**src/sv/frl_pkg.sv**
```systemverilog
// shared types and constants for the frame rms level meter
package frl_pkg;

  localparam logic [1:0] CFG_ENABLE    = 2'd0;
  localparam logic [1:0] CFG_THRESHOLD = 2'd1;
  localparam logic [1:0] CFG_FORMAT    = 2'd2;

  localparam logic [1:0] FMT_S16      = 2'd0;
  localparam logic [1:0] FMT_U8       = 2'd1;
  localparam logic [1:0] FMT_UNSUP    = 2'd2;
  localparam logic [1:0] FMT_UNSUP_HI = 2'd3;

  localparam logic CMD_SAMPLE = 1'b0;
  localparam logic CMD_CLEAR  = 1'b1;

  localparam int unsigned U8_OFFSET = 128;
  localparam int unsigned SUM_W     = 47;

  typedef enum logic [2:0] {
    BK_IDLE,
    BK_DIV,
    BK_SQRT,
    BK_STAT,
    BK_AVG,
    BK_OUT
  } bk_state_e;

  // frame summary handed from front to back
  typedef struct packed {
    logic [SUM_W-1:0] sum;
    logic [16:0]      count;
    logic             zero_vol;
    logic [31:0]      bytes;
    logic             overflow;
  } frame_t;

  typedef struct packed {
    logic [15:0] frame_volume;
    logic [31:0] frame_count;
    logic [31:0] silent_count;
    logic [31:0] active_count;
    logic [15:0] loudest_volume;
    logic [15:0] average_volume;
    logic [31:0] byte_total;
    logic        frame_overflow;
  } result_t;

  typedef struct packed {
    logic        command;
    logic [15:0] sample_value;
    logic        last_sample;
  } item_t;

endpackage

```
**src/sv/frl_queue.sv**
```systemverilog
// two-entry queue of frame summaries
module frl_queue import frl_pkg::*; (
  input  logic   clk_i,
  input  logic   rst_ni,
  input  logic   flush_i,
  input  logic   push_i,
  input  frame_t data_i,
  output logic   full_o,
  output logic   valid_o,
  input  logic   pop_i,
  output frame_t data_o
);

  frame_t      mem_q [2];
  logic        wp_q, rp_q;
  logic [1:0]  n_q;

  assign full_o  = n_q == 2'd2;
  assign valid_o = n_q != 2'd0;
  assign data_o  = mem_q[rp_q];

  always_ff @(posedge clk_i) begin
    if (push_i) mem_q[wp_q] <= data_i;
  end

  always_ff @(posedge clk_i or negedge rst_ni) begin
    if (!rst_ni) begin
      wp_q <= 1'b0; rp_q <= 1'b0; n_q <= '0;
    end else if (flush_i) begin
      wp_q <= 1'b0; rp_q <= 1'b0; n_q <= '0;
    end else begin
      if (push_i) wp_q <= !wp_q;
      if (pop_i) rp_q <= !rp_q;
      n_q <= n_q + 2'(push_i) - 2'(pop_i);
    end
  end

endmodule

```
**config.mk**
```make
export PLATFORM = sky130hd
export DESIGN_NAME = frl_queue
export DESIGN_NICKNAME = d
export VERILOG_FILES = /design/src/sv/frl_pkg.sv /design/src/sv/frl_queue.sv
export SDC_FILE = /design/constraint.sdc
export NUM_CORES = 1
export LEC_CHECK = 0
export ABC_AREA = 1
export BUFFER_PORTS_ARGS = -buffer_cell sky130_fd_sc_hd__buf_2
export CORE_ASPECT_RATIO = 1.4
export CORE_MARGIN = 1
export CORE_UTILIZATION = 58
export CTS_BUF_LIST = sky130_fd_sc_hd__clkbuf_8
export CTS_CLUSTER_DIAMETER = 50
export DETAILED_ROUTE_END_ITERATION = 6
export PLACE_DENSITY = 0.93
export SLEW_MARGIN = 20
export SYNTH_ARGS = -nofsm -noshare
export SYNTH_HDL_FRONTEND = slang
export SYNTH_SLANG_ARGS = --single-unit
```
**constraint.sdc**
```tcl
create_clock -name clk_i -period 7.4 [get_ports clk_i]
set_input_delay 1.11 -clock clk_i [delete_from_list [all_inputs] [get_ports clk_i]]
set_output_delay 1.11 -clock clk_i [all_outputs]
set_load 0.05 [all_outputs]
```
==> results.yml <==
floorplanning:
  initial_utilization_pct: 59.5
  core_area_um2: 12400
  num_rows: 48
  chipHeight_um: 135
  die_w_um: 97.2
  pin_count: 203
  die_area_um2: 13100
worst_hold_path:
  hold_path.class: "in2async"
place:
  portBuffers: 202
  dpl.hpwl_mm: 8.92
  dpl-instance-area_um2: 8440
  gp_congestion: 0.754
clock_network:
  cts-root-buf: "clkbuf_8"
  clock_path_buffers: 2
  postCtsSetupRepairBufs: 0
  cts_buffers: 17
  htree_num_levels: 4
  clk_pin_slew_ns: 0.10
  cts_tree: "yes"
  hold_buffers: 0
  clkSinkCount: 200
  ctsResizeCount: 0
  clock_latency_ns: 0.44
route:
  vias_per_cell: 5.28
  wl_mm: 13.1
  drt_pass1_iterations: 6
  num_vias: 3756
  wire_per_inst_um: 18.4
  final_antenna_net_count: 0
  drc: 0
  drtIter0Drc: 178
timing:
  setup_violations: 0
  whs_ns: 0.468
  finClkSkew_ns: 0.0142
  tightest_slew_ns: 0.917
  drv_slew: 0
  hold_viol: 0
  setup_tns_ns: 0
  period_needed_ns: 3.72
  rsz0062_at_grt: "no"
  period_share_pct: 50.3
  slew_headroom_pct: 38.9
  fmax_ghz: 0.269
yosys:
  synthTopCellsByCount: "edfxtp_1, mux2_2, clkbuf_8, inv_1"
  yosys-top-cells-area: "edfxtp_1, mux2_2, clkbuf_8"
  synth_nets: 439
  synth_top_cell_by_area: "edfxtp_1"
  synth_seq_cells: 200
  synthesis.area_um2: 7360
  postSynthCellCount: 334
  synthArstFlopShare_pct: 2.00
  synth_warnings: 0
  synth_top_area_share_pct: 80.0
  synth-seq-area-share_pct: 81.4
  syn_area_per_cell_um2: 22.0
  synth_most_common_cell: "edfxtp_1"
  yosysUniqueCellTypes: 12
  yosys_most_used_dff: "edfxtp_1"
  synth_edf_count: 196
finish:
  fillers: 770
  fin_area_um2: 8810
  regArea_um2: 5990
  syn_to_final_growth_pct: 19.8
  multi_input_area_um2: 1200
  drive_gt1_share_pct: 60.2
  post-route-util_pct: 71.2
  nNetsFinal: 652
global_routing:
  grt_overflow: 0
  grt_max_degree: 70
  grt_first_pass_wirelength_mm: 19.5
  track_usage_pct: 19.9
  grt_pass1_vias: 3917
  grt_antenna_before_repair: 2
power:
  switchingPower_mw: 0.677
  p_int_mw: 1.66
  p_seq_share_pct: 56.9
  power.density_nw_per_um2: 265
  p_leak_nw: 3.34
  combPwrFrac_pct: 16.1
  p_sw_share_pct: 28.9
  vdd_drop_max_mv: 0.207
  power_frac_clock_pct: 27.0
critical_path:
  cp_top_family: "buffers and inverters"
  path_buf_inv: 2
  cpMaxStageDelayCell: "buf_4"
  r2r_slack_ns: 5.02
  path_cells: "buf_4 -> mux2_2 -> buf_2"
  path_max_fanout: 68
  critPathLaunchType: "flip-flop"
  crit_type: "reg2out"
  crit_arrival_ns: 2.61
  required_ns: 6.29
  slowest_delay_ns: 0.75
  end_kind: "output port"
run_status:
  outcome: "finished clean"
flow_run:
  cap_viol_max_count: 0
-- layout make-up --
class                   instances  area share, %
flip-flops and latches        200           68.0
multi-input cells             115           13.6
repair buffers                205           11.7
clock buffers                  17           2.66
well taps                     150           2.13
clock inverters                15           1.51
inverters                       8          0.369
diodes                          1         0.0284
-- cell families after synthesis --
group	synth area share [%]
adders and majority gates	0.340
muxes	15.0
AOI/OAI and AO/OA	0.272
buffers and inverters	2.43
DFF	81.4
and+or+nand+nor	0.578
-- routing by layer --
metal,wire (µm),part of all wire [%],GRT usage (%),vias to the layer above
met1,4890,37,21.5,1851
li1,-,-,-,1734
met2,7170,55,35.6,147
met5,13,0.099,0,-
met3,730,5.6,5.42,22
met4,289,2.2,10.4,2
-- cell usage in the layout, fill, tap and decap left out, types with 2 or more instances in the layout --
master      instances
buf_2             202
inv_6               3
inv_8               5
nor2_1              4
clkbuf_8           17
dfrtp_1             3
a21oi_1             2
o21ai_0             2
nand2_1             5
mux2_2             98
ha_1                2
clkinv_4            3
edfxtp_1          196
inv_1               8
clkinvlp_4          2
buf_4               3
-- per-stage QoR --
step / setup WS, ns / power (mW) / instances
4_1_cts: 3.65 / 2.36 / 710
3_5_place_dp: 4.13 / 1.74 / 678
5_1_grt: 3.53 / 2.42 / 710
6_report: 3.68 / 2.34 / 711
2_1_floorplan: 1.59 / 1.64 / 334
3_3_place_gp: 4.18 / 1.72 / 678
-- sequential cells by signal, indices dropped and copies added (netlist names) --
name   cells
mem_q    196
n_q        2
rp_q       1
wp_q       1
-- power by group through the flow --
stage / logic, mW / registers (mW) / clock network, mW
after floorplan: 0.292 / 1.35 / 0
after global placement: 0.369 / 1.35 / 0
after detailed placement: 0.378 / 1.36 / 0
after CTS: 0.380 / 1.33 / 0.646
after global routing: 0.393 / 1.34 / 0.687
final: 0.377 / 1.33 / 0.632
-- final timing paths --
kind | from | end | cells past startpoint
setup / recovery | rp_q$_DFFE_PN0P_ | data_o[87] | 3
hold / removal | rst_ni | n_q[0]$_DFF_PN0_ | 1
setup reg to reg | wp_q$_DFFE_PN0P_ | mem_q[0][80]$_DFFE_PP_ | 2
hold reg to reg | wp_q$_DFFE_PN0P_ | wp_q$_DFFE_PN0P_ | 2
max in group asynchronous | rst_ni | rp_q$_DFFE_PN0P_ | 1
min in group clk_i | wp_q$_DFFE_PN0P_ | wp_q$_DFFE_PN0P_ | 2
Note: power is estimated with default switching activity, not from simulation.
