--- src/sv/frl_pkg.sv ---
// shared types and constants for the frame rms level meter
package frl_pkg;

  localparam logic [1:0] CFG_ENABLE    = 2'd0;
  localparam logic [1:0] CFG_THRESHOLD = 2'd1;
  localparam logic [1:0] CFG_FORMAT    = 2'd2;

  localparam logic [1:0] FMT_S16      = 2'd0;
  localparam logic [1:0] FMT_U8       = 2'd1;
  localparam logic [1:0] FMT_UNSUP    = 2'd2;
  localparam logic [1:0] FMT_UNSUP_HI = 2'd3;

  localparam logic CMD_SAMPLE = 1'b0;
  localparam logic CMD_CLEAR  = 1'b1;

  localparam int unsigned U8_OFFSET = 128;
  localparam int unsigned SUM_W     = 47;

  typedef enum logic [2:0] {
    BK_IDLE,
    BK_DIV,
    BK_SQRT,
    BK_STAT,
    BK_AVG,
    BK_OUT
  } bk_state_e;

  // frame summary handed from front to back
  typedef struct packed {
    logic [SUM_W-1:0] sum;
    logic [16:0]      count;
    logic             zero_vol;
    logic [31:0]      bytes;
    logic             overflow;
  } frame_t;

  typedef struct packed {
    logic [15:0] frame_volume;
    logic [31:0] frame_count;
    logic [31:0] silent_count;
    logic [31:0] active_count;
    logic [15:0] loudest_volume;
    logic [15:0] average_volume;
    logic [31:0] byte_total;
    logic        frame_overflow;
  } result_t;

  typedef struct packed {
    logic        command;
    logic [15:0] sample_value;
    logic        last_sample;
  } item_t;

endpackage

--- src/sv/frl_back.sv ---
// back end: division, square root and statistics update
module frl_back import frl_pkg::*; (
  input  logic        clk_i,
  input  logic        rst_ni,
  input  logic        clear_i,
  input  logic [15:0] threshold_i,
  input  logic        q_valid_i,
  output logic        q_pop_o,
  input  frame_t      q_data_i,
  output logic        idle_o,
  output logic        out_valid_o,
  input  logic        out_ready_i,
  output result_t     out_data_o
);

  bk_state_e state_q, state_d;
  logic [5:0]       step_q, step_d;
  logic [SUM_W-1:0] quo_q, quo_d;
  logic [16:0]      rem_q, rem_d, dvs_q, dvs_d;
  logic [31:0]      rad_q, rad_d;
  logic [17:0]      srem_q, srem_d;
  logic [15:0]      root_q, root_d;
  logic [15:0]      vol_q, vol_d;
  logic [31:0]      frames_q, frames_d, sil_q, sil_d, act_q, act_d;
  logic [15:0]      peak_q, peak_d, avg_q, avg_d;
  logic [47:0]      anum_q, anum_d;
  logic [47:0]      aquo_q, aquo_d;
  logic [32:0]      arem_q, arem_d;
  logic [31:0]      bytes_q, bytes_d;
  logic             ovf_q, ovf_d;
  logic             ov_q, ov_d;
  result_t          out_q, out_d;
  logic [17:0]      rtrial;
  logic [17:0]      rsh;
  logic [16:0]      dsh;
  logic [33:0]      ash;

  assign idle_o = (state_q == BK_IDLE) && !q_valid_i;
  assign out_valid_o = ov_q;
  assign out_data_o = out_q;

  always_comb begin
    state_d = state_q; step_d = step_q; quo_d = quo_q; rem_d = rem_q; dvs_d = dvs_q;
    rad_d = rad_q; srem_d = srem_q; root_d = root_q; vol_d = vol_q;
    frames_d = frames_q; sil_d = sil_q; act_d = act_q; peak_d = peak_q; avg_d = avg_q;
    anum_d = anum_q; aquo_d = aquo_q; arem_d = arem_q;
    bytes_d = bytes_q; ovf_d = ovf_q; ov_d = ov_q; out_d = out_q;
    q_pop_o = 1'b0;
    dsh = '0; rsh = '0; rtrial = '0; ash = '0;
    if (ov_q && out_ready_i) ov_d = 1'b0;
    case (state_q)
      BK_IDLE: if (q_valid_i) begin
        q_pop_o = 1'b1;
        quo_d = q_data_i.sum; dvs_d = q_data_i.count; rem_d = '0;
        bytes_d = q_data_i.bytes; ovf_d = q_data_i.overflow;
        vol_d = '0; step_d = '0;
        state_d = q_data_i.zero_vol ? BK_STAT : BK_DIV;
      end
      // restoring divide, one quotient bit a cycle
      BK_DIV: begin
        dsh = {rem_q[15:0], quo_q[SUM_W-1]};
        quo_d = {quo_q[SUM_W-2:0], 1'b0};
        if (rem_q[16] || dsh >= dvs_q) begin
          rem_d = dsh - dvs_q; quo_d[0] = 1'b1;
        end else rem_d = dsh;
        step_d = step_q + 6'd1;
        if (step_q == 6'(SUM_W - 1)) begin
          step_d = '0; srem_d = '0; root_d = '0;
          rad_d = quo_d[31:0];
          state_d = BK_SQRT;
        end
      end
      // digit-by-digit square root, one root bit a cycle
      BK_SQRT: begin
        rsh = {srem_q[15:0], rad_q[31:30]};
        rtrial = {root_q, 2'b01};
        rad_d = {rad_q[29:0], 2'b00};
        if (rsh >= rtrial) begin
          srem_d = rsh - rtrial; root_d = {root_q[14:0], 1'b1};
        end else begin
          srem_d = rsh; root_d = {root_q[14:0], 1'b0};
        end
        step_d = step_q + 6'd1;
        if (step_q == 6'd15) begin
          vol_d = root_d; state_d = BK_STAT;
        end
      end
      BK_STAT: begin
        if (frames_q != '1) frames_d = frames_q + 32'd1;
        if (vol_q < threshold_i) begin
          if (sil_q != '1) sil_d = sil_q + 32'd1;
        end else if (act_q != '1) act_d = act_q + 32'd1;
        if (vol_q > peak_q) peak_d = vol_q;
        anum_d = 48'(avg_q) * 48'(frames_d - 32'd1) + 48'(vol_q);
        aquo_d = anum_d; arem_d = '0; step_d = '0;
        state_d = BK_AVG;
      end
      // average divide by frame count, one bit a cycle
      BK_AVG: begin
        ash = {arem_q, aquo_q[47]};
        aquo_d = {aquo_q[46:0], 1'b0};
        if (ash >= {2'b0, frames_q}) begin
          arem_d = 33'(ash - {2'b0, frames_q}); aquo_d[0] = 1'b1;
        end else arem_d = ash[32:0];
        step_d = step_q + 6'd1;
        if (step_q == 6'd47) begin
          avg_d = aquo_d[15:0]; state_d = BK_OUT;
        end
      end
      // result register frees the back end for the next frame
      BK_OUT: if (!ov_q || out_ready_i) begin
        ov_d = 1'b1; state_d = BK_IDLE;
        out_d = '{vol_q, frames_q, sil_q, act_q, peak_q, avg_q, bytes_q, ovf_q};
      end
      default: state_d = BK_IDLE;
    endcase
    if (clear_i) begin
      frames_d = '0; sil_d = '0; act_d = '0; peak_d = '0; avg_d = '0;
      state_d = BK_IDLE; q_pop_o = 1'b0;
    end
  end

  always_ff @(posedge clk_i or negedge rst_ni) begin
    if (!rst_ni) begin
      state_q <= BK_IDLE; ov_q <= 1'b0; out_q <= '0;
      frames_q <= '0; sil_q <= '0; act_q <= '0; peak_q <= '0; avg_q <= '0;
    end else begin
      state_q <= state_d; ov_q <= ov_d; out_q <= out_d;
      frames_q <= frames_d; sil_q <= sil_d; act_q <= act_d; peak_q <= peak_d;
      avg_q <= avg_d;
    end
  end

  always_ff @(posedge clk_i) begin
    step_q <= step_d; quo_q <= quo_d; rem_q <= rem_d; dvs_q <= dvs_d;
    rad_q <= rad_d; srem_q <= srem_d; root_q <= root_d; vol_q <= vol_d;
    anum_q <= anum_d; aquo_q <= aquo_d; arem_q <= arem_d;
    bytes_q <= bytes_d; ovf_q <= ovf_d;
  end

endmodule

--- config.mk ---
export PLATFORM = sky130hd
export DESIGN_NAME = frl_back
export DESIGN_NICKNAME = d
export VERILOG_FILES = /design/src/sv/frl_pkg.sv /design/src/sv/frl_back.sv
export SDC_FILE = /design/constraint.sdc
export NUM_CORES = 2
export LEC_CHECK = 0
export BUFFER_PORTS_ARGS = -buffer_cell sky130_fd_sc_hd__buf_2
export CAP_MARGIN = 25
export CORE_ASPECT_RATIO = 1.5
export CORE_UTILIZATION = 40
export DETAILED_ROUTE_END_ITERATION = 10
export SYNTH_ARGS = -nofsm -noshare
export SYNTH_HDL_FRONTEND = slang
export SYNTH_SLANG_ARGS = --single-unit
--- constraint.sdc ---
create_clock -name clk_i -period 30.5 [get_ports clk_i]
set_input_delay 9.15 -clock clk_i [delete_from_list [all_inputs] [get_ports clk_i]]
set_output_delay 9.15 -clock clk_i [all_outputs]
set_load 0.005 [all_outputs]
==> summary.txt <==
status = finished clean
Tcrit/Tclk final = 0.630
Std-Cell Rows = 156
critical path required time = 21.35 ns
TritonRoute pass-1 iters = 6
CTS max path bufs = 3
I/O pin count = 299
total power = 0.00292 W
first-pass GRT wire length = 207 mm
H-tree lvl count = 2
setup violators final = 0
Pwr per Cell Area = 53.9 nW/um2
layout cells sized above 1 = 0.139
synth unique cells = 89
fin crit period = 19.22 ns
Die Height = 430 um
setup TNS = 0 ns
Slew Limit Fails = 0
WHS = 0.474 ns
vias in the first global route = 37,400
TritonCTS buffer count = 59
max cap viols = 0
CP Class = in -> out
Layout area overhead = 10.9%
total number of vias = 35,300
Post-DP HPWL = 96.6 mm
gr ovfl total = 0
ANT nets after route = 0
Top FF cell, synth = dfrtp_1
Sink Count = 590
Yosys top cell by area = fa_1
Util after Layout = 0.449
yosys warns = 0
relative slew slack = 0.287
post-cts hold buffer count = 0
Starting Density = 0.405
Post-CTS Repair Setup Buffers = 0
Hold Vio Cnt, Final = 0
Die Area = 124,000 um2
CTS tree = done
Yosys reg bits = 590
crit path max fanout = 3
share of the synthesized area in the top cell type = 0.208
largest net degree at the start of global routing = 113
mean area per synthesized cell = 9.90 um2
worst reg-to-reg setup slack = 18.34 ns
Syn Inst Count = 4,941
Net Count, Synth = 5,805
initial antenna violation count = 4
cells taking the most area after synthesis = fa_1 (21%), edfxtp_1 (17%), dfrtp_1 (16%)
Clock Skew = 0.0931 ns
routed vias/inst = 5.20
Worst Tran Pin Value = 1.07 ns
Post-synth EDFFs = 281
WL/cell = 18.9 um
RSZ-0062 raised after global routing = no
Global Route Usage Sum = 0.213
Port Buffers = 298
Die Wd = 288 um
Critical Path Start Type = input pin
DRC viols = 0
sequential area share after synthesis = 0.331
CP arrival = 10.07 ns
CTS resizes = 0
Root Driver = clkbuf_16
nets = 6,020
cell count after placement = 6,672
worst-skew pair later-pin latency = 0.69 ns
WL final = 128 mm
Layout fillers = 11,600
placer congestion estimate = 0.918
Netlist Area Pre-Place = 48,900 um2
non-filler instance count after layout = 6,789
min-delay worst type = reg -> reg
Clock Pin Slew Worst Setup and Hold Paths = 0.06 ns
Achievable Freq = 52.0 MHz
Setup crit end kind = output pin
Initial DRC Count = 1,813
Peak VDD IR = 64.7 uV
leakage = 25.7 nW
Async SR Flop Fraction = 0.524
Core Region = 121,000 um2
[area by class of cell]
class                   instances  area, um2  area share
multi-input cells            3372      29100       0.537
flip-flops and latches        590      16200       0.298
inverters                     761       2860      0.0527
repair buffers                372       2110      0.0388
well taps                    1580       1980      0.0365
clock buffers                  82       1670      0.0308
clock inverters                30        323     0.00595
diodes                          2       5.00   0.0000923
[path summary, 6_finish.rpt]
path                              from        endpoint  cells after the start
max in group asynchronous       rst_ni        avg_q[0]                      2
min in group asynchronous       rst_ni  out_data_o[30]                      1
hold reg to reg            bytes_q[23]  out_data_o[24]                      1
setup / recovery             q_valid_i         q_pop_o                      4
setup reg to reg           frames_q[1]      aquo_q[46]                     36
hold / removal             bytes_q[23]  out_data_o[24]                      1
[stage by stage]
stage	setup slack (ns)	cell area, um2
3_5_place_dp	11.20	52200
5_1_grt	11.23	54200
4_1_cts	11.19	54200
3_3_place_gp	11.18	52100
6_report	11.28	54200
2_1_floorplan	11.30	48900
[synth_stat cells, drive strengths merged (8+ instances only)]
cell     instances
inv            760
nand2          679
fa             508
dfrtp          309
and2           299
edfxtp         281
ha             237
nor2           224
a21oi          205
clkbuf         184
mux2           178
o21ai          129
xnor2          126
nand3           85
nor2b           60
xor2            59
nand4           51
a21o            48
mux2i           48
and3            47
nor3            47
or3             47
buf             34
o21a            33
a211oi          27
nor4            26
o31ai           23
nand2b          21
or4             14
a31oi           12
and4            12
o211ai          10
or2             10
a2111oi          9
a21boi           9
o31a             9
a311oi           8
[logic make-up after synthesis]
family	synth area share
compound gates	0.0749
xor+xnor	0.0339
fa+ha+maj	0.269
buf+inv	0.0764
flops	0.331
mux	0.0508
simple gates	0.165
[sequential cells by signal, summed over array words and instances (netlist names), 17 cells and up]
register and count:
sil_q 32, rad_q 32, dvs_q 17, act_q 32, arem_q 33, bytes_q 32, out_data_o 177, frames_q 32
aquo_q 48, rem_q 17, quo_q 47
[worst max-delay path, stage by stage]
cell and delay (ns):
buf_2 0.09, nand3_1 0.31, nor2_1 0.34, buf_2 0.18
[power by group]
part / switching, W / internal (W)
clock: 0.000340 / 0.000414
sequential: 0.000103 / 0.00108
combinational: 0.000615 / 0.000373
[layout by cell type, fill, tap and decap left out, types with 56 or more instances in the layout]
cell type,netlist,routed
inv_1,760,759
nand2_1,679,675
fa_1,508,508
dfrtp_1,309,304
and2_1,298,298
buf_2,18,298
edfxtp_1,281,281
ha_1,237,237
nor2_1,224,223
a21oi_1,204,203
mux2_2,178,178
o21ai_0,126,124
xnor2_1,121,120
nand3_1,80,80
buf_4,6,68
clkbuf_16,0,59
xor2_1,59,56
[routing by layer]
layer | routed length, um | global-route usage | vias up | share of wire
met5 | 45 | 0 | - | 0.00035
met4 | 6360 | 0.0963 | 8 | 0.050
met3 | 6560 | 0.0366 | 272 | 0.051
met2 | 66800 | 0.384 | 861 | 0.52
met1 | 48500 | 0.244 | 17700 | 0.38
li1 | - | - | 16500 | -
No activity file was read; power rests on OpenSTA's default activity.
