**config.mk**
```make
export PLATFORM = sky130hd
export DESIGN_NAME = frl_front
export DESIGN_NICKNAME = d
export VERILOG_FILES = /design/src/sv/frl_pkg.sv /design/src/sv/frl_front.sv
export SDC_FILE = /design/constraint.sdc
export NUM_CORES = 1
export LEC_CHECK = 0
export ABC_AREA = 1
export BUFFER_PORTS_ARGS = -buffer_cell sky130_fd_sc_hd__buf_4
export CAP_MARGIN = 5
export CORE_UTILIZATION = 30
export CTS_CLUSTER_SIZE = 25
export DETAILED_ROUTE_END_ITERATION = 10
export MAX_ROUTING_LAYER = met4
export PLACE_DENSITY = 0.57
export SYNTH_ARGS = -nofsm -noshare
export SYNTH_HDL_FRONTEND = slang
export SYNTH_SLANG_ARGS = --single-unit
export TNS_END_PERCENT = 100
```
**constraint.sdc**
```tcl
create_clock -name clk_i -period 7.8 [get_ports clk_i]
set_clock_uncertainty 0.05 [all_clocks]
set_input_delay 0.39 -clock clk_i [delete_from_list [all_inputs] [get_ports clk_i]]
set_output_delay 0.39 -clock clk_i [all_outputs]
set_load 0.005 [all_outputs]
```
**src/sv/frl_pkg.sv**
```systemverilog
// shared types and constants for the frame rms level meter
package frl_pkg;

  localparam logic [1:0] CFG_ENABLE    = 2'd0;
  localparam logic [1:0] CFG_THRESHOLD = 2'd1;
  localparam logic [1:0] CFG_FORMAT    = 2'd2;

  localparam logic [1:0] FMT_S16      = 2'd0;
  localparam logic [1:0] FMT_U8       = 2'd1;
  localparam logic [1:0] FMT_UNSUP    = 2'd2;
  localparam logic [1:0] FMT_UNSUP_HI = 2'd3;

  localparam logic CMD_SAMPLE = 1'b0;
  localparam logic CMD_CLEAR  = 1'b1;

  localparam int unsigned U8_OFFSET = 128;
  localparam int unsigned SUM_W     = 47;

  typedef enum logic [2:0] {
    BK_IDLE,
    BK_DIV,
    BK_SQRT,
    BK_STAT,
    BK_AVG,
    BK_OUT
  } bk_state_e;

  // frame summary handed from front to back
  typedef struct packed {
    logic [SUM_W-1:0] sum;
    logic [16:0]      count;
    logic             zero_vol;
    logic [31:0]      bytes;
    logic             overflow;
  } frame_t;

  typedef struct packed {
    logic [15:0] frame_volume;
    logic [31:0] frame_count;
    logic [31:0] silent_count;
    logic [31:0] active_count;
    logic [15:0] loudest_volume;
    logic [15:0] average_volume;
    logic [31:0] byte_total;
    logic        frame_overflow;
  } result_t;

  typedef struct packed {
    logic        command;
    logic [15:0] sample_value;
    logic        last_sample;
  } item_t;

endpackage

```
**src/sv/frl_front.sv**
```systemverilog
// front end: sample conversion, sum of squares, frame bookkeeping
module frl_front import frl_pkg::*; #(
  parameter int unsigned MAX_FRAME_SAMPLES = 4096
) (
  input  logic        clk_i,
  input  logic        rst_ni,
  input  logic        in_valid_i,
  output logic        in_ready_o,
  input  item_t       in_item_i,
  input  logic        enable_i,
  input  logic [1:0]  format_i,
  input  logic        drained_i,
  output logic        clear_o,
  output logic        push_o,
  input  logic        full_i,
  output frame_t      frame_o
);

  localparam logic [16:0] MaxCnt = 17'(MAX_FRAME_SAMPLES);

  logic [SUM_W-1:0] sum_q, sum_d;
  logic [16:0]      cnt_q, cnt_d;
  logic             ovf_q, ovf_d;
  logic [31:0]      bytes_q, bytes_d;
  logic [15:0]      mag;
  logic signed [16:0] s;
  logic             acc;

  // a clear waits for the back end to run dry; a last item needs a queue slot
  assign in_ready_o = (in_item_i.command == CMD_CLEAR) ? drained_i :
                      !(in_item_i.last_sample && full_i);
  assign acc = in_valid_i && in_ready_o;

  always_comb begin
    case (format_i)
      FMT_S16: s = {in_item_i.sample_value[15], in_item_i.sample_value};
      FMT_U8:  s = $signed({9'd0, in_item_i.sample_value[7:0]}) - 17'(U8_OFFSET);
      default: s = '0;
    endcase
    mag = s[16] ? 16'(-s) : s[15:0];
  end

  always_comb begin
    sum_d   = sum_q;
    cnt_d   = cnt_q;
    ovf_d   = ovf_q;
    bytes_d = bytes_q;
    clear_o = 1'b0;
    push_o  = 1'b0;
    frame_o = '0;
    if (acc) begin
      if (in_item_i.command == CMD_CLEAR) begin
        clear_o = 1'b1;
        sum_d = '0; cnt_d = '0; ovf_d = 1'b0; bytes_d = '0;
      end else if (enable_i) begin
        bytes_d = bytes_q + ((format_i == FMT_S16) ? 32'd2 : 32'd1);
        if (cnt_q < MaxCnt) begin
          sum_d = sum_q + SUM_W'(32'(mag) * 32'(mag));
          cnt_d = cnt_q + 17'd1;
        end else begin
          ovf_d = 1'b1;
        end
        if (in_item_i.last_sample) begin
          push_o = 1'b1;
          frame_o.sum      = sum_d;
          frame_o.count    = cnt_d;
          frame_o.zero_vol = format_i[1] || (cnt_d == '0);
          frame_o.bytes    = bytes_d;
          frame_o.overflow = ovf_d;
          sum_d = '0; cnt_d = '0; ovf_d = 1'b0;
        end
      end
    end
  end

  always_ff @(posedge clk_i or negedge rst_ni) begin
    if (!rst_ni) begin
      sum_q <= '0; cnt_q <= '0; ovf_q <= 1'b0; bytes_q <= '0;
    end else begin
      sum_q <= sum_d; cnt_q <= cnt_d; ovf_q <= ovf_d; bytes_q <= bytes_d;
    end
  end

endmodule

```
==> results.sh, run 1 <==
export IMPL_cts_tree="done"
export IMPL_gp_congestion=0.9164
export IMPL_die_y_um=233.7
export IMPL_holdWs_ns=0.4181
export IMPL_synth_top_family_by_area="adder cells"
export IMPL_worst_pin_slew_ns=0.9743
export IMPL_antenna_found_initial=0
export IMPL_start_util=0.3052
export IMPL_maxCapViolCount=0
export IMPL_layout_area_seq_mm2=0.002427
export IMPL_synth_distinct_cells=48
export IMPL_first_pass_iters=7
export IMPL_grt_max_degree=83
export IMPL_final_cells=3207
export IMPL_status="finished clean"
export IMPL_grt_pass1_vias=15284
export IMPL_switching_share=0.5627
export IMPL_combPwrFrac=0.880
export IMPL_yosys_area_share_simple=0.2926
export IMPL_max_freq_ghz=0.1330
export IMPL_hold_path_class="in2reg"
export IMPL_final_common_cell="nand2_1"
export IMPL_wl_per_cell_um=15.82
export IMPL_routed_wl_um=50720
export IMPL_switchingPower_uw=5386
export IMPL_drt_vias_per_instance=4.639
export IMPL_p_per_area_mw_per_mm2=491.2
export IMPL_numCtsBuffers=9
export IMPL_ys_seq_elements=97
export IMPL_yosysWarnings=0
export IMPL_drive_gt1_frac=0.1755
export IMPL_cp_end_kind="output pin"
export IMPL_multi_input_area_mm2=0.01200
export IMPL_setup_violations_final=0
export IMPL_ys_top_cells_by_area="fa_1 (24%), dfrtp_1 (15%), nand2_1 (14%)"
export IMPL_yosysTopAreaCellShare=0.2400
export IMPL_grt_usage=0.2000
export IMPL_max_slew_margin_rel=0.3505
export IMPL_dp_hpwl_um=41230
export IMPL_period_share=0.9641
export IMPL_std_cell_rows=84
export IMPL_fillers=5614
export IMPL_worstHoldStart="in_item_i[0]"
export IMPL_synth_top_cell_by_area="fa_1"
export IMPL_dp_cells=3184
export IMPL_period_minus_slack_ns=7.520
export IMPL_dp_slack_ns=-0.3023
export IMPL_worstPathMaxFanout=7
export IMPL_die_w_um=233.7
export IMPL_clock_sinks=97
export IMPL_grt_pass1_wl_um=82860
export IMPL_muxShareOfSynthArea=0.0006216
export IMPL_dr_first_iter_drc_count=1030
export IMPL_syn2layout_area_growth_pct=21.01
export IMPL_layout_nets=2843
export IMPL_port_buffers=126
export IMPL_vdd_ir_drop_max_mv=0.4406
export IMPL_slew_violations=0
export IMPL_rsz0062_at_grt="yes"
export IMPL_criticalPathCategory="in2out"
export IMPL_p_leak_uw=0.01029
export IMPL_synth_xor_area_frac=0.02292
export IMPL_hold_viol=0
export IMPL_startpoint_type="input port"
export IMPL_cp_arrival_ns=7.08
export IMPL_io_pins=127
export IMPL_setup_slack_ns=0.2799
export IMPL_clkTransAtPathRegs_ns=0.07
export IMPL_reg2reg_from="sum_q[14]"
export IMPL_drc=0
export IMPL_syn_area_per_cell_um2=6.920
export IMPL_dieArea_mm2=0.05460
export IMPL_yosysSeqAreaShare=0.1507
export IMPL_setup_worst_path_start="in_item_i[1]"
export IMPL_p_int_uw=4185
export IMPL_synthCells=2327
export IMPL_htreeDepth=3
export IMPL_core_area_mm2=0.05276
export IMPL_cts_buffer_depth=2
export IMPL_slowest_delay_ns=0.55
export IMPL_clock_power_share=0.059
export IMPL_cts_root_buffer="clkbuf_16"
export IMPL_crit_required_ns=7.36
export IMPL_critPathSlowestCell="fa_1"
export IMPL_overflow=0
export IMPL_drtAntennaViolNets=0
export IMPL_syn_cell_area_mm2=0.01610
export IMPL_diodes=0
export IMPL_final_cell_mix="nand2_1 (564), inv_1 (530), nor2_1 (246)"
export IMPL_p_seq_frac=0.061
export IMPL_synth_compound_area_frac=0.06030
export IMPL_insertion_delay_ns=0.39
export IMPL_vias=14877
export IMPL_synthAdderAreaFrac=0.3254
==> power by group through the flow <==
stage | sequential (uW) | combinational, uW | clock, uW
3_5_place_dp | 593 | 6910 | 0
3_3_place_gp | 592 | 6910 | 0
5_1_grt | 588 | 9490 | 590
4_1_cts | 584 | 7040 | 578
6_report | 583 | 8420 | 565
2_1_floorplan | 578 | 4540 | 0
==> through the flow <==
stage | power [uW] | TNS (ns) | utilization | area (um2)
after CTS | 8197 | -0.01411 | 0.3560 | 18780
after floorplan | 5114 | 0 | - | 16130
after detailed placement | 7504 | -1.386 | 0.3484 | 18380
final | 9570 | 0 | 0.3693 | 19480
after global placement | 7498 | -0.7993 | 0.3484 | 18380
after global routing | 10670 | -0.4190 | 0.3693 | 19480
==> cell type report <==
cell class / count / area share
Sequential cell: 97 / 0.1246
Clock inverter: 6 / 0.006100
Inverter: 553 / 0.1072
Multi-Input combinational cell: 1630 / 0.6159
Clock buffer: 10 / 0.01175
Timing Repair Buffer: 223 / 0.09022
Tap cell: 688 / 0.04418
==> kinds of logic (layout without fill, tap and decap cells) <==
family                     count (synthesis)  after routing
buffers and inverters                    608            792
xor gates and xnor gates                  40             40
DFF                                       97             97
other                                      2             10
muxes                                      1              1
and+or+nand+nor                         1106           1106
AOI/OAI and AO/OA                        170            170
adders and majority gates                303            303
==> what timing repair did <==
action,4_1_cts,5_1_grt
hold endpoints to repair,28,0
setup endpoints to repair,27,34
buffers inserted,0,6
resized for setup,14,159
pin swaps,0,57
hold buffers,1,0
==> routing by layer <==
metal	track usage	up-vias	routed length (um)
met2	0.3306	362	24440
met1	0.2626	7154	23420
met4	0.04951	0	951
met5	-	-	0
met3	0.01770	44	1905
li1	-	7317	-
==> worst max-delay path, delay by kind of cell <==
kind / cells / cell delay (ns)
buffers and inverters: 12 / 1.06
AND/OR/NAND/NOR: 16 / 1.55
AO/OA/AOI/OAI: 3 / 0.57
adder cells (fa/ha/maj): 8 / 3.46
==> worst paths after layout <==
kind                               endpoint  slack, ns  cells past startpoint
worst max register to register    sum_q[41]       3.27                     23
min in group asynchronous         sum_q[26]       0.44                      2
worst max-delay path            frame_o[75]       0.28                     39
worst min-delay path              sum_q[44]       0.42                      4
worst min register to register    sum_q[30]       0.44                      2
max in group asynchronous       bytes_q[26]       5.98                      3
==> flip-flops by register name, indices dropped and copies added (netlist names) <==
signal   flops
cnt_q       17
bytes_q     32
ovf_q        1
sum_q       47
==> Yosys cell counts (all sizes together) <==
cell,n
nor3,32
nand2,610
inv,552
clkinv,1
nand4,18
mux2i,1
xor2,35
o22ai,34
a21boi,1
nor4,6
nor2,297
nand3,114
conb,2
fa,193
dfrtp,97
and2,2
o21bai,5
o211ai,6
a21o,3
a21oi,45
or2,17
buf,23
o21ai,72
clkbuf,32
o21a,1
ha,110
a31oi,3
nand3b,10
xnor2,5
Power figures use the tool's default switching activity.
==> inputs of run 2 (changes only) <==
CELL_PAD_IN_SITES_DETAIL_PLACEMENT = 0   (was default)
CELL_PAD_IN_SITES_GLOBAL_PLACEMENT = 1   (was default)
HOLD_SLACK_MARGIN = 0.06   (was default)
PLACE_DENSITY = 0.7   (was 0.57)
==> run 2 against run 1 <==
The flow now finishes with violations (DRC). Worst hold slack worse by 0.36 ns. Flip-flop and latch count stayed put. Maximum frequency is 0.36% higher. Utilization is 0.62 points higher. Count of clock-buffer cells in the layout is 1 higher. Total power is 4.6% higher. Largest cell class unchanged. Largest power group unchanged.
==> results.sh, run 2 (synthesis gave the netlist of run 1 again) <==
export IMPL_antenna_found_initial=0
export IMPL_cts_tree="done"
export IMPL_totalPowerFinal_uw=10010
export IMPL_insertion_delay_ns=0.38
export IMPL_critPathSlowestCell="fa_1"
export IMPL_setup_violations_final=0
export IMPL_crit_family="adder cells"
export IMPL_grt_pass1_vias=15506
export IMPL_die_w_um=233.7
export IMPL_drc=2
export IMPL_largest_register="sum_q"
export IMPL_final_cells=3257
export IMPL_grt_max_degree=83
export IMPL_status="finished, violations left"
export IMPL_grt_pass1_wl_um=83390
export IMPL_routed_wl_um=51910
export IMPL_htreeDepth=3
export IMPL_hold_path_class="in2async"
export IMPL_largest_reg_flops=47
export IMPL_start_util=0.3052
export IMPL_cts_buffer_depth=2
export IMPL_cts_hold_buffers_added=0
export IMPL_io_pins=127
export IMPL_core_area_mm2=0.05276
export IMPL_drtAntennaViolNets=0
export IMPL_final_cell_mix="nand2_1 (546), inv_1 (529), buf_4 (263)"
export IMPL_slowest_delay_ns=0.55
export IMPL_layout_nets=2893
export IMPL_die_y_um=233.7
export IMPL_startpoint_type="input port"
export IMPL_overflow=0
export IMPL_grt_usage=0.2032
export IMPL_top_regs="sum_q: 47 flops, bytes_q: 32 flops, cnt_q: 17 flops"
export IMPL_first_pass_iters=8
export IMPL_vias=14969
export IMPL_crit_required_ns=7.36
export IMPL_p_leak_uw=0.01049
export IMPL_dr_first_iter_drc_count=731
export IMPL_wl_per_cell_um=15.94
export IMPL_drive_gt1_frac=0.2009
export IMPL_slew_violations=0
export IMPL_regToRegEndpoint="sum_q[33]"
export IMPL_gp_congestion=0.9217
export IMPL_max_freq_ghz=0.1335
export IMPL_cp_end_kind="output pin"
export IMPL_crit_buf_inv=13
export IMPL_diodes=0
export IMPL_p_per_area_mw_per_mm2=505.4
export IMPL_criticalPathCategory="in2out"
export IMPL_maxCapViolCount=0
export IMPL_period_share=0.9606
export IMPL_final_common_cell="nand2_1"
export IMPL_violations="DRC"
export IMPL_numCtsBuffers=9
export IMPL_cpMostUsedCell="inv_1"
export IMPL_worstPathMaxFanout=6
export IMPL_vdd_ir_drop_max_mv=0.4330
export IMPL_dp_hpwl_um=42960
export IMPL_drt_vias_per_instance=4.596
export IMPL_hold_viol=0
export IMPL_period_minus_slack_ns=7.493
export IMPL_cp_arrival_ns=7.05
export IMPL_clock_sinks=97
export IMPL_rsz0062_at_grt="yes"
export IMPL_reg2reg_from="sum_q[3]"
export IMPL_std_cell_rows=84
export IMPL_dieArea_mm2=0.05460
export IMPL_r2r_cells=21
export IMPL_syn2layout_area_growth_pct=23.06
export IMPL_rrSetupSlack_ns=3.22
export IMPL_cts_root_buffer="clkbuf_16"
export IMPL_worst_pin_slew_ns=0.9565
export IMPL_clkTransAtPathRegs_ns=0.07
export IMPL_fillers=5678
export IMPL_port_buffers=126
export IMPL_max_slew_margin_rel=0.3623
export IMPL_dp_cells=3232
[run 2: repair_timing]
action / in CTS / in global routing
pin swaps: 1 / 77
setup buffers: 0 / 9
endpoints found under the setup margin: 25 / 35
resized for setup: 15 / 173
[run 2: per-stage QoR]
step / setup WS [ns] / hold WS [ns] / setup TNS, ns / utilization / instance area, um2
final: 0.3071 / 0.05616 / 0 / 0.3755 / 19810
after global routing: -0.03802 / 0.1173 / -0.2668 / 0.3755 / 19810
after CTS: 0.001005 / 0.07852 / 0 / 0.3613 / 19060
after detailed placement: -0.1677 / 0.4157 / -0.9349 / 0.3547 / 18720
after global placement: -0.1863 / 0.4136 / -1.157 / 0.3547 / 18720
after floorplan: 0.5779 / 0.04441 / 0 / - / 16130
[run 2: how the worst max path moves through the flow]
stage            startpoint          end  slack, ns  depth (start not counted)
2_1_floorplan  in_item_i[1]  frame_o[89]       0.58                         35
3_3_place_gp    format_i[1]  frame_o[89]      -0.19                         36
3_5_place_dp    format_i[1]  frame_o[89]      -0.17                         36
4_1_cts         format_i[1]  frame_o[86]      0.001                         36
5_1_grt         format_i[1]  frame_o[67]      -0.04                         40
6_report       in_item_i[1]  frame_o[84]       0.31                         39
[run 2: worst register-to-register path: stages (launching register included)]
cell and delay (ns):
dfrtp_1 0.41, fa_1 0.50, ha_1 0.32, ha_1 0.28
inv_1 0.05, fa_1 0.53, inv_1 0.05, ha_1 0.27
fa_1 0.51, nand3_1 0.13, nand3_1 0.20, nand2_1 0.13
nand2_1 0.14, buf_4 0.19, nand2_1 0.06, nand3_1 0.08
nand2_1 0.17, nand2_1 0.07, nand2_1 0.06, nand3_1 0.09
nand3_1 0.11, nand2_1 0.06
[run 2: report_power, final]
group	leakage, uW	switching, uW	internal [uW]
sequential	0.00135	37.8	544
combinational	0.00900	5270	3670
clock	0.000138	234	252
total	0.0105	5550	4470
[run 2: routing by layer]
metal	routed length [um]	vias up	global-route usage	part of all wire
li1	-	7420	-	-
met1	24320	7215	0.2630	0.47
met2	24970	281	0.3373	0.48
met3	1584	53	0.01807	0.031
met4	1034	0	0.05702	0.020
met5	0	-	-	0
[run 2: area by class of cell]
type	count	area (um2)	area share
sequential	97	2427	0.1225
tap	688	860.8	0.04345
clock buffer	11	232.7	0.01175
inverter	553	2085	0.1052
clock inverter	5	65.06	0.003284
multi-input combinational	1630	12050	0.6080
timing repair buffer	273	2096	0.1058
